==> src/rtl/stb_pkg.sv <==
// Package for the software timer bank: item structs, codes and constants.
// Used by every module of the block; depends on nothing.
package stb_pkg;

  localparam int unsigned NS_PER_MS   = 1000000;
  localparam int unsigned NS_TICK_MAX = 100000000;

  typedef enum logic [1:0] {
    CMD_TICK    = 2'd0,
    CMD_CREATE  = 2'd1,
    CMD_DESTROY = 2'd2,
    CMD_NONE    = 2'd3
  } cmd_t;

  typedef enum logic [1:0] {
    KIND_TICK    = 2'd0,
    KIND_EXPIRY  = 2'd1,
    KIND_CREATE  = 2'd2,
    KIND_DESTROY = 2'd3
  } kind_t;

  localparam logic [2:0] ST_OK        = 3'd0;
  localparam logic [2:0] ST_WRONG_SRC = 3'd1;
  localparam logic [2:0] ST_NO_SLOT   = 3'd2;
  localparam logic [2:0] ST_ZERO_TO   = 3'd3;
  localparam logic [2:0] ST_NOT_FOUND = 3'd4;

  localparam logic CFG_NS_PER_TICK   = 1'b0;
  localparam logic CFG_ACTIVE_SOURCE = 1'b1;

  localparam logic [15:0] BAD_ID = 16'hFFFF;

  typedef struct packed {
    logic [1:0]  command;
    logic [7:0]  source_id;
    logic [15:0] timer_id;
    logic [31:0] timeout_ms;
    logic        periodic;
  } in_item_t;

  typedef struct packed {
    logic [1:0]  kind;
    logic [15:0] timer_ref;
    logic [2:0]  status;
    logic [6:0]  ms_advanced;
    logic [63:0] system_ms;
    logic [63:0] system_ticks;
    logic        last;
  } out_item_t;

  // Classified work passed from the front part to the back part.
  typedef struct packed {
    cmd_t        op;
    logic        src_ok;
    logic [26:0] ns_len;
    logic [15:0] timer_id;
    logic [31:0] timeout_ms;
    logic        periodic;
  } job_t;

  typedef enum logic [2:0] {
    BK_IDLE,
    BK_CONV,
    BK_SUMMARY,
    BK_WALK,
    BK_SEARCH,
    BK_REPLY
  } bk_state_t;

endpackage

==> src/rtl/software_timer_bank.sv <==
// Top level of the software timer bank: config registers, front and back parts.
// Depends on stb_pkg, stb_front and stb_back.
//
//   channel  direction  handshake
//   in_      input      start and busy
//   out_     output     out_valid strobe, one cycle
//   cfg_     input      cfg_valid and cfg_ready
//
// A create (nonzero timeout) or destroy runs the slot search, stopping at the
// first free or matching slot. A tick runs carry conversion, one ms gained (up
// to 100) per step, then, if any ms was gained, the walk over all NUM_TIMERS
// slots. A two-entry job queue lets start be taken while the back part works.
// Reset is synchronous and clears all slots at once; results cannot be stalled.
module software_timer_bank
  import stb_pkg::*;
#(
  parameter int NUM_TIMERS = 16
) (
  input  logic        clk,
  input  logic        rst_n,
  input  logic        start,
  output logic        busy,
  input  in_item_t    in_item,
  output logic        out_valid,
  output out_item_t   out_item,
  input  logic        cfg_valid,
  output logic        cfg_ready,
  input  logic        cfg_index,
  input  logic [31:0] cfg_data
);

  logic [26:0] ns_per_tick_r;
  logic [7:0]  active_source_r;
  logic        job_valid, job_take;
  job_t        job;

  assign cfg_ready = 1'b1;

  always_ff @(posedge clk) begin
    if (!rst_n) begin
      ns_per_tick_r   <= 27'd1000000;
      active_source_r <= '0;
    end else if (cfg_valid) begin
      unique case (cfg_index)
        CFG_NS_PER_TICK:   ns_per_tick_r   <= cfg_data[26:0];
        CFG_ACTIVE_SOURCE: active_source_r <= cfg_data[7:0];
        default: ;
      endcase
    end
  end

  stb_front u_front (
    .clk, .rst_n, .start, .busy, .in_item,
    .ns_per_tick(ns_per_tick_r), .active_source(active_source_r),
    .job_valid, .job, .job_take
  );

  stb_back #(.NUM_TIMERS(NUM_TIMERS)) u_back (
    .clk, .rst_n, .job_valid, .job, .job_take, .out_valid, .out_item
  );

endmodule

==> src/rtl/stb_front.sv <==
// Front part: takes commands, checks source, clamps tick length, queues jobs.
// Depends on stb_pkg.
module stb_front
  import stb_pkg::*;
(
  input  logic        clk,
  input  logic        rst_n,
  input  logic        start,
  output logic        busy,
  input  in_item_t    in_item,
  input  logic [26:0] ns_per_tick,
  input  logic [7:0]  active_source,
  output logic        job_valid,
  output job_t        job,
  input  logic        job_take
);

  logic [1:0] cnt_r, cnt_nxt;
  job_t       q_r [2];
  logic       wr_ptr_r, rd_ptr_r;
  logic       push;
  job_t       new_job;

  assign busy      = (cnt_r == 2'd2);
  assign push      = start && !busy && (in_item.command != CMD_NONE);
  assign job_valid = (cnt_r != 2'd0);
  assign job       = q_r[rd_ptr_r];

  always_comb begin
    new_job.op         = cmd_t'(in_item.command);
    new_job.src_ok     = (in_item.source_id == active_source);
    new_job.ns_len     = (ns_per_tick > 27'(NS_TICK_MAX)) ? 27'(NS_TICK_MAX) : ns_per_tick;
    new_job.timer_id   = in_item.timer_id;
    new_job.timeout_ms = in_item.timeout_ms;
    new_job.periodic   = in_item.periodic;
    cnt_nxt = cnt_r + {1'b0, push} - {1'b0, job_take};
  end

  always_ff @(posedge clk) begin
    if (!rst_n) begin
      cnt_r    <= '0;
      wr_ptr_r <= 1'b0;
      rd_ptr_r <= 1'b0;
    end else begin
      cnt_r <= cnt_nxt;
      if (push) wr_ptr_r <= !wr_ptr_r;
      if (job_take) rd_ptr_r <= !rd_ptr_r;
    end
  end

  always_ff @(posedge clk) begin
    if (push) q_r[wr_ptr_r] <= new_job;
  end

  a_no_overflow: assert property (@(posedge clk) disable iff (!rst_n)
    cnt_r != 2'd3) else $error("job queue count out of range");
  a_take_valid: assert property (@(posedge clk) disable iff (!rst_n)
    job_take |-> job_valid) else $error("job taken from empty queue");
  a_busy_full: assert property (@(posedge clk) disable iff (!rst_n)
    busy |-> (cnt_r == 2'd2)) else $error("busy without full queue");

endmodule

==> src/rtl/stb_back.sv <==
// Back part: time keeping, timer create and destroy, and the slot walk, one slot a cycle.
// Depends on stb_pkg.
module stb_back
  import stb_pkg::*;
#(
  parameter int NUM_TIMERS = 16
) (
  input  logic      clk,
  input  logic      rst_n,
  input  logic      job_valid,
  input  job_t      job,
  output logic      job_take,
  output logic      out_valid,
  output out_item_t out_item
);

  localparam int IW = (NUM_TIMERS > 1) ? $clog2(NUM_TIMERS) : 1;

  bk_state_t   state_r, state_nxt;
  job_t        job_r;
  logic [IW:0] idx_r;
  logic [IW-1:0] ix;

  logic [NUM_TIMERS-1:0] used_r;
  logic [15:0] ident_r  [NUM_TIMERS];
  logic        per_r    [NUM_TIMERS];
  logic [31:0] period_r [NUM_TIMERS];
  logic [32:0] rem_r    [NUM_TIMERS];

  logic [27:0] sum_r;
  logic [6:0]  ms_r;
  logic [26:0] carry_r;
  logic [63:0] ms_cnt_r, tick_cnt_r;
  logic [15:0] next_id_r;
  logic        pend_r;
  logic        found_r;

  logic        walk_done, expire, match;
  logic [32:0] dec;
  logic        more_exp;

  assign ix  = idx_r[IW-1:0];
  assign dec = rem_r[ix] - {26'd0, ms_r};
  assign expire = used_r[ix] && ($signed(dec) <= 0);
  assign match  = used_r[ix] && (ident_r[ix] == job_r.timer_id);
  assign walk_done = (idx_r == (IW + 1)'(NUM_TIMERS - 1));

  always_comb begin
    more_exp = 1'b0;
    for (int j = 0; j < NUM_TIMERS; j++) begin
      if (j > int'(idx_r) && used_r[j] && ($signed(rem_r[j] - {26'd0, ms_r}) <= 0))
        more_exp = 1'b1;
    end
  end

  always_comb begin
    state_nxt = state_r;
    unique case (state_r)
      BK_IDLE: if (job_valid) begin
        unique case (job.op)
          CMD_TICK:    state_nxt = job.src_ok ? BK_CONV : BK_REPLY;
          CMD_CREATE:  state_nxt = (job.timeout_ms == '0) ? BK_REPLY : BK_SEARCH;
          CMD_DESTROY: state_nxt = BK_SEARCH;
          default:     state_nxt = BK_IDLE;
        endcase
      end
      BK_CONV:    if (sum_r < 28'(NS_PER_MS)) state_nxt = BK_SUMMARY;
      BK_SUMMARY: state_nxt = (ms_r != '0) ? BK_WALK : BK_IDLE;
      BK_WALK:    if (walk_done) state_nxt = BK_IDLE;
      BK_SEARCH:  if (walk_done || found_r) state_nxt = BK_REPLY;
      BK_REPLY:   state_nxt = BK_IDLE;
      default:    state_nxt = BK_IDLE;
    endcase
  end

  always_comb begin
    job_take  = (state_r == BK_IDLE) && job_valid;
    out_valid = 1'b0;
    out_item  = '0;
    out_item.system_ms    = ms_cnt_r;
    out_item.system_ticks = tick_cnt_r;
    unique case (state_r)
      BK_SUMMARY: begin
        out_valid = 1'b1;
        out_item.kind = KIND_TICK;
        out_item.status = ST_OK;
        out_item.ms_advanced = ms_r;
        out_item.last = !pend_r;
      end
      BK_WALK: begin
        out_valid = expire;
        out_item.kind = KIND_EXPIRY;
        out_item.timer_ref = ident_r[ix];
        out_item.ms_advanced = ms_r;
        out_item.last = !more_exp;
      end
      BK_REPLY: begin
        out_valid = 1'b1;
        out_item.last = 1'b1;
        unique case (job_r.op)
          CMD_TICK: begin
            out_item.kind = KIND_TICK;
            out_item.status = ST_WRONG_SRC;
          end
          CMD_CREATE: begin
            out_item.kind = KIND_CREATE;
            if (job_r.timeout_ms == '0) begin
              out_item.status = ST_ZERO_TO;
              out_item.timer_ref = BAD_ID;
            end else if (!found_r) begin
              out_item.status = ST_NO_SLOT;
              out_item.timer_ref = BAD_ID;
            end else begin
              out_item.timer_ref = next_id_r - 16'd1;
            end
          end
          default: begin
            out_item.kind = KIND_DESTROY;
            out_item.timer_ref = job_r.timer_id;
            out_item.status = found_r ? ST_OK : ST_NOT_FOUND;
          end
        endcase
      end
      default: ;
    endcase
  end

  always_ff @(posedge clk) begin
    if (!rst_n) begin
      state_r    <= BK_IDLE;
      used_r     <= '0;
      carry_r    <= '0;
      ms_cnt_r   <= '0;
      tick_cnt_r <= '0;
      next_id_r  <= '0;
      idx_r      <= '0;
      found_r    <= 1'b0;
      pend_r     <= 1'b0;
      ms_r       <= '0;
      sum_r      <= '0;
    end else begin
      state_r <= state_nxt;
      unique case (state_r)
        BK_IDLE: begin
          idx_r   <= '0;
          found_r <= 1'b0;
          ms_r    <= '0;
          sum_r   <= {1'b0, carry_r} + {1'b0, job.ns_len};
          if (job_valid && job.op == CMD_TICK && job.src_ok)
            tick_cnt_r <= tick_cnt_r + 64'd1;
        end
        BK_CONV: begin
          if (sum_r >= 28'(NS_PER_MS)) begin
            sum_r <= sum_r - 28'(NS_PER_MS);
            ms_r  <= ms_r + 7'd1;
          end else begin
            carry_r  <= sum_r[26:0];
            ms_cnt_r <= ms_cnt_r + {57'd0, ms_r};
            pend_r   <= 1'b0;
            for (int j = 0; j < NUM_TIMERS; j++) begin
              if (ms_r != '0 && used_r[j] && ($signed(rem_r[j] - {26'd0, ms_r}) <= 0))
                pend_r <= 1'b1;
            end
          end
        end
        BK_WALK: begin
          idx_r <= idx_r + 1'b1;
          if (used_r[ix]) begin
            if (expire && per_r[ix]) rem_r[ix] <= {1'b0, period_r[ix]};
            else rem_r[ix] <= dec;
            if (expire && !per_r[ix]) used_r[ix] <= 1'b0;
          end
        end
        BK_SEARCH: if (!found_r) begin
          idx_r <= idx_r + 1'b1;
          if (job_r.op == CMD_CREATE && !used_r[ix]) begin
            found_r       <= 1'b1;
            used_r[ix]    <= 1'b1;
            ident_r[ix]   <= next_id_r;
            per_r[ix]     <= job_r.periodic;
            period_r[ix]  <= job_r.timeout_ms;
            rem_r[ix]     <= {1'b0, job_r.timeout_ms};
            next_id_r     <= next_id_r + 16'd1;
          end else if (job_r.op == CMD_DESTROY && match) begin
            found_r    <= 1'b1;
            used_r[ix] <= 1'b0;
          end
        end
        default: ;
      endcase
    end
  end

  always_ff @(posedge clk) begin
    if (job_take) job_r <= job;
  end

  a_walk_ms: assert property (@(posedge clk) disable iff (!rst_n)
    (state_r == BK_WALK) |-> (ms_r != '0)) else $error("slot walk with no time gained");
  a_conv_bound: assert property (@(posedge clk) disable iff (!rst_n)
    (state_r == BK_SUMMARY) |-> (sum_r < 28'(NS_PER_MS))) else $error("carry not reduced");
  a_reply_once: assert property (@(posedge clk) disable iff (!rst_n)
    (state_r == BK_REPLY) |=> (state_r == BK_IDLE)) else $error("reply lasted past one cycle");

endmodule
==> config.mk <==
export PLATFORM = sky130hd
export DESIGN_NAME = software_timer_bank
export DESIGN_NICKNAME = d
export VERILOG_FILES = /design/src/rtl/stb_pkg.sv /design/src/rtl/software_timer_bank.sv /design/src/rtl/stb_front.sv /design/src/rtl/stb_back.sv
export SDC_FILE = /design/constraint.sdc
export NUM_CORES = 2
export LEC_CHECK = 0
export BUFFER_PORTS_ARGS = -buffer_cell sky130_fd_sc_hd__clkbuf_2
export CAP_MARGIN = 25
export CORE_ASPECT_RATIO = 1.25
export CORE_UTILIZATION = 45
export DETAILED_ROUTE_END_ITERATION = 8
export MAX_ROUTING_LAYER = met4
export REMOVE_ABC_BUFFERS = 1
export SETUP_SLACK_MARGIN = 0.4
export SLEW_MARGIN = 20
export SYNTH_ARGS = -nofsm -noshare
export SYNTH_HDL_FRONTEND = slang
export SYNTH_HIERARCHICAL = 1
export SYNTH_SLANG_ARGS = --single-unit
==> constraint.sdc <==
create_clock -name clk -period 23.2 [get_ports clk]
set_input_delay 6.96 -clock clk [delete_from_list [all_inputs] [get_ports clk]]
set_output_delay 6.96 -clock clk [all_outputs]
set_load 0.03 [all_outputs]
; ---- Yosys cells after proc, flatten, opt, wreduce, memory -nomap -nowiden
; Memories as Yosys holds them, arrays and structs flattened. A register that Yosys moved wholly into a read port is not among the register bits.
; Index checks and enable logic that the tools add are counted.
[word_totals]
n_memories = 5
mem_bits_rw = 1470
register_bits = 322
[classes]
n_bitwise = 8
eq_ne = 23
muxes = 103
add_sub_neg = 27
n_reduce_logical = 104
magnitude_cmp = 37
[mem_list]
columns = memory, depth, width, rd, rd_ports_with_merged_regs, wr, line_no
row1 = u_back.rem_r, 16, 33, 17, 1, 1, stb_back.sv:28  ; logic [32:0] rem_r [NUM_TIMERS];
row2 = u_back.period_r, 16, 32, 1, 1, 1, stb_back.sv:27  ; logic [31:0] period_r [NUM_TIMERS];
row3 = u_back.ident_r, 16, 16, 1, 1, 1, stb_back.sv:25  ; logic [15:0] ident_r [NUM_TIMERS];
row4 = u_front.q_r, 2, 79, 1, 1, 1, stb_front.sv:19  ; job_t q_r [2];
row5 = u_back.per_r, 16, 1, 1, 1, 1, stb_back.sv:26  ; logic per_r [NUM_TIMERS];
[op_table]
columns = operator, count
row1 = "33-bit by 1-bit less-or-equal comparator with 1-bit output, second input constant", 17
row2 = 33-bit by 7-bit subtractor with 33-bit output, 17
row3 = 16-bit 2-to-1 mux, 6
row4 = 16-bit one-hot mux with 2 select lines, 3
row5 = 1-bit logical AND, 74
row6 = 33-bit 2-to-1 mux, 2
row7 = "64-bit by 1-bit adder with 64-bit output, second input constant", 1
row8 = 64-bit by 7-bit adder with 64-bit output, 1
row9 = 32-bit logical NOT, 2
row10 = 1-bit 2-to-1 mux, 56
row11 = 28-bit one-hot mux with 2 select lines, 1
row12 = "4-bit by 5-bit > comparator with 1-bit output, first input constant", 8
row13 = 4-bit 2-to-1 mux, 8
row14 = 27-bit by 27-bit adder with 28-bit output, 1
row15 = "28-bit by 20-bit >= comparator with 1-bit output, second input constant", 1
row16 = "28-bit by 20-bit < comparator with 1-bit output, second input constant", 1
row17 = 28-bit 2-to-1 mux, 1
row18 = "28-bit by 20-bit subtractor with 28-bit output, second input constant", 1
row19 = "27-bit > comparator, second input constant", 1
row20 = 27-bit 2-to-1 mux, 1
row21 = 3-bit 2-to-1 mux, 7
row22 = "3-bit by 5-bit > comparator with 1-bit output, first input constant", 4
row23 = 19-bit 2-to-1 mux, 1
row24 = "16-bit by 1-bit adder with 16-bit output, second input constant", 1
row25 = 50 further kinds, 86

; ---- Longest topological paths before layout
; An unclocked memory read counts as a cell.
[depth]
word_depth = 21
ltp_mapped = 33
depth_no_buf = 17

; ---- Hierarchy
; Netlist, hierarchy kept.
[by_module_without_submodules]
columns = module, seq_area_each_um2, area_per_inst_um2, n_inst, cells_each
row1 = stb_back, 45653.8, 71838.9, 1, 4822
row2 = stb_front, 4844.6, 6248.5, 1, 320
row3 = software_timer_bank, 700.7, 1412.6, 1, 148

; ---- Worst setup path after synthesis
; Ideal clock, no wire load.
[synth_timing]
kind = register -> output
from = register (tool-made name)
to = output port out_valid
path_stages_with_launch = 31
t_required_ns = 16.240
n_path_buf = 14
arrival_ns = 8.221
path_slack_ns = 8.019
path_cell_list = dfxtp_1 -> buf_6 -> buf_6 -> buf_4 -> buf_4 -> buf_6 -> buf_4 -> buf_4 -> buf_2 -> buf_2 -> buf_2 -> buf_2 -> buf_2 -> buf_2 -> mux4_2 -> mux4_2 -> inv_1 -> ha_1 -> fa_1 -> nor2b_1 -> o31a_1 -> o41ai_1 -> and4b_1 -> clkbuf_1 -> nand3_1 -> xnor2_1 -> or4_1 -> or4b_4 -> o31ai_4 -> nand2_1 -> a31oi_1
[synth_lines]
columns = item, line_no
row1 = "end, declared", software_timer_bank.sv:24  ; output logic out_valid,

==> results.ini <==
[final_layout]
fin_cells = 8098
seq_area_um2 = 51200
final_common_cell = edfxtp_1
drive_above_1_share_pct = 20.3
fill_cells = 14600
multi_input_area_um2 = 27200
syn2layout_area_growth_pct = 12.7
nets = 5868
final_area_um2 = 89600
final_cell_mix = 1521 x edfxtp_1, 400 x mux4_2, 377 x nand2_1

[placed_design]
place_area_um2 = 83800
place.gp.congestion = 0.954
post-dp-hpwl_um = 152000
dpl_worst_slack_ns = 7.92
io_buffers = 249
dp_cells = 7768

[power]
cell_internal_pwr_w = 0.00598
switching_power_w = 0.00228
p_comb_share_pct = 16.2
power_w = 0.00826
power_frac_seq_pct = 49.3
max-vdd-ir-drop_v = 0.0000845
swShare_pct = 27.6
power_frac_clock_pct = 34.5
pwr_density_cell_nw_per_um2 = 92.1
leakage_nw = 29.4

[yosys]
synth-edff-count = 1521
yosys_warnings = 6
postSynthAreaPerCell_um2 = 15.0
yosys.cell_types.count = 85
synth_largest_area_cell = edfxtp_1
netlist_instances = 5290
synthArstFlopShare_pct = 0
synth_top_area_share_pct = 57.5
synthFlopType = edfxtp_1
synth_area_um2 = 79500
synth_area_leaders = edfxtp_1 57%, mux4_2 11%, dfxtp_1 7.0%
yosysSeqAreaShare_pct = 64.4
synth-seq-cells = 1797

[flow_run]
maxCapViolCount = 0

[cts]
cts_tree = done
clock_latency_ns = 0.84
cts_hold_buf = 0
cts.clk_slew.worst_paths_ns = 0.06
clockBufferDepth = 3
cts.sinks = 1797
htree_levels = 4
cts_root_buf = clkbuf_16
cts_buffers = 175
postCtsSetupBuffers = 0
post_cts_resized = 0

[global_routing]
antenna_found_initial = 6
grt_first_pass_wirelength_um = 325000
overflow = 0
grt_max_degree = 112
grt.total_usage_pct = 25.9
grt_pass1_vias = 47700

[timing]
clock_skew_ns = 0.0314
fin_worst_hold_slack_ns = 0.454
max_freq_mhz = 62.1
finalMaxSlewViolations = 0
worst_slew_pin_slew_ns = 1.17
post-route-period-util_pct = 69.5
fin_ws_ns = 7.08
hold_viol_final = 0
rsz0062_at_grt = no
relSlewSlack_pct = 21.4
setup_viol = 0
period_needed_ns = 16.12

[setup_path]
critical_path_class = reg2out
worst_path_max_delay_cell = dfxtp_4
rrSetupSlack_ns = 14.19
max_stage_delay_ns = 0.80
path_cells = buf_4 -> buf_4 -> mux4_2 -> mux4_2 -> inv_1 -> ha_1 -> fa_1 -> nor2b_1 -> o31a_1 -> o41ai_2 -> and4b_1 -> nand3_1 -> xnor2_1 -> or4_1 -> or4b_4 -> o31ai_4 -> nand2_1 -> a31oi_1 -> clkbuf_2
path_buf_inv = 4
crit_required_ns = 16.24
critical_path_depth = 19
cp_top_family = compound AO/OA/AOI/OAI gates
regToRegEndpoint = u_back/rem_r[0][7]
cp-endpoint = out_valid
path_max_fanout = 37
crit_path_start_kind = flop
reg2regPathDepth = 20
critPathCaptureType = primary output
cp.arrival_ns = 9.16

[route]
viasPerCell = 6.03
drc_errors = 0
drtAntennaViolNets = 0
vias = 48900
wl_per_cell_um = 27.8
wl_um = 225000
first_iter_violations = 4693
firstDrtPassIters = 5

[floorplan]
rows = 172
die_h_um = 472
die_area_um2 = 178000
design.portCount = 256
die_w_um = 378
start_util_pct = 45.3
coreArea_um2 = 176000

[min_path]
hold_class = reg2reg
holdPathStages = 2

[outcome]
status = finished, final reports clean

worst min-delay path by stage:
stage | from | endpoint
global placement | ns_per_tick_r[0] | ns_per_tick_r[0]
detailed placement | ns_per_tick_r[5] | ns_per_tick_r[5]
floorplan | ns_per_tick_r[0] | ns_per_tick_r[0]
finish | ns_per_tick_r[0] | ns_per_tick_r[0]
global route | ns_per_tick_r[1] | ns_per_tick_r[1]
CTS | ns_per_tick_r[0] | ns_per_tick_r[0]
cell usage after synthesis (9+ instances only):
library cell  count
xnor2_1         141
nor3_1          105
inv_1           118
edfxtp_1       1521
ha_1            169
nor3b_1          10
o2111ai_1        12
buf_2            38
a21o_1           34
clkbuf_1        134
buf_6            10
dfxtp_1         276
or2_2            15
a21oi_1         209
nand3_1         110
a22oi_1          32
a221o_1          31
nand2_1         378
and4_1           11
xor2_1          129
mux4_2          400
o211ai_1         24
or4_1            37
and2_1           61
a31oi_1          23
o21ai_0         143
nor2b_1          47
and3_1           54
a221oi_1         14
mux2_2           82
nor2_1          373
a21boi_0         19
nand4_1          53
nor4b_1           9
nand2b_1         43
mux2i_1          45
a211oi_1         21
o21a_1           28
or3_1            53
nand4b_1          9
buf_1            18
nand3b_1         22
nor4_1          107
metal layers:
metal  up-vias  part of all wire (%)  track usage [%]
met3       450                   6.3             3.50
met5         -                     0                -
met2      1912                    49             41.6
met1     25100                    40             32.6
li1      21400                     -                -
met4         0                   5.2             12.0
power by group through the flow:
stage	sequential, W	clock, W	combinational [W]
global route	0.00410	0.00300	0.00143
finish	0.00407	0.00285	0.00133
detailed placement	0.00414	0	0.00132
global placement	0.00413	0	0.00131
floorplan	0.00414	0	0.00108
CTS	0.00407	0.00290	0.00133
area by class of cell:
cell class              count  area share, %
inverters                 119          0.504
clock buffers             221           5.26
clock inverters           102           1.10
flip-flops and latches   1797           57.2
well taps                2349           3.28
diodes                      3        0.00838
multi-input cells        3164           30.4
repair buffers            343           2.28
worst reg2reg max path, stage by stage, from the launching register on:
cell and delay (ns):
dfxtp_4 0.80, buf_4 0.73, buf_4 0.72, mux4_2 0.62
mux4_2 0.48, inv_1 0.13, ha_1 0.21, fa_1 0.22
nor2b_1 0.07, o31a_1 0.28, o41ai_2 0.65, and4b_1 0.44
nand3_1 0.12, xnor2_1 0.23, or4_1 0.59, or4b_4 0.58
o31ai_4 0.43, a21oi_4 0.09, buf_4 0.31, nor2_1 0.23
a221o_1 0.73
flip-flops by register name, summed over array words and instances, names as in the netlist, named ones only:
signal and flops:
u_front/wr_ptr_r 1, u_back/per_r 16, u_back/rem_r 528, u_front/cnt_r 2
u_back/state_r 3, u_back/idx_r 5, u_back/ident_r 256, u_front/q_r 158
u_back/period_r 512, u_back/carry_r 27, u_back/ms_r 7, active_source_r 8
u_back/next_id_r 16, u_back/job_r 51, ns_per_tick_r 27, u_back/ms_cnt_r 64
u_back/tick_cnt_r 64, u_back/sum_r 28, u_front/rd_ptr_r 1, u_back/pend_r 1
u_back/found_r 1
metrics by stage:
step           TNS, ns  utilization, %
2_1_floorplan    -1.78               -
3_3_place_gp         0            47.7
3_5_place_dp         0            47.7
4_1_cts              0            51.0
5_1_grt              0            51.0
6_report             0            51.0
logic make-up (layout without fill, tap and decap cells):
kind of cell	Yosys count	in the layout	share of synthesized area (%)
flops	1797	1797	64.4
compound gates	675	675	5.50
simple gates	1515	1515	9.51
fa+ha+maj	176	176	2.79
xor+xnor	270	270	2.97
mux	527	527	13.1
buf+inv	329	785	1.77
other cells	1	4	0.00472
Power figures use the tool's default switching activity.
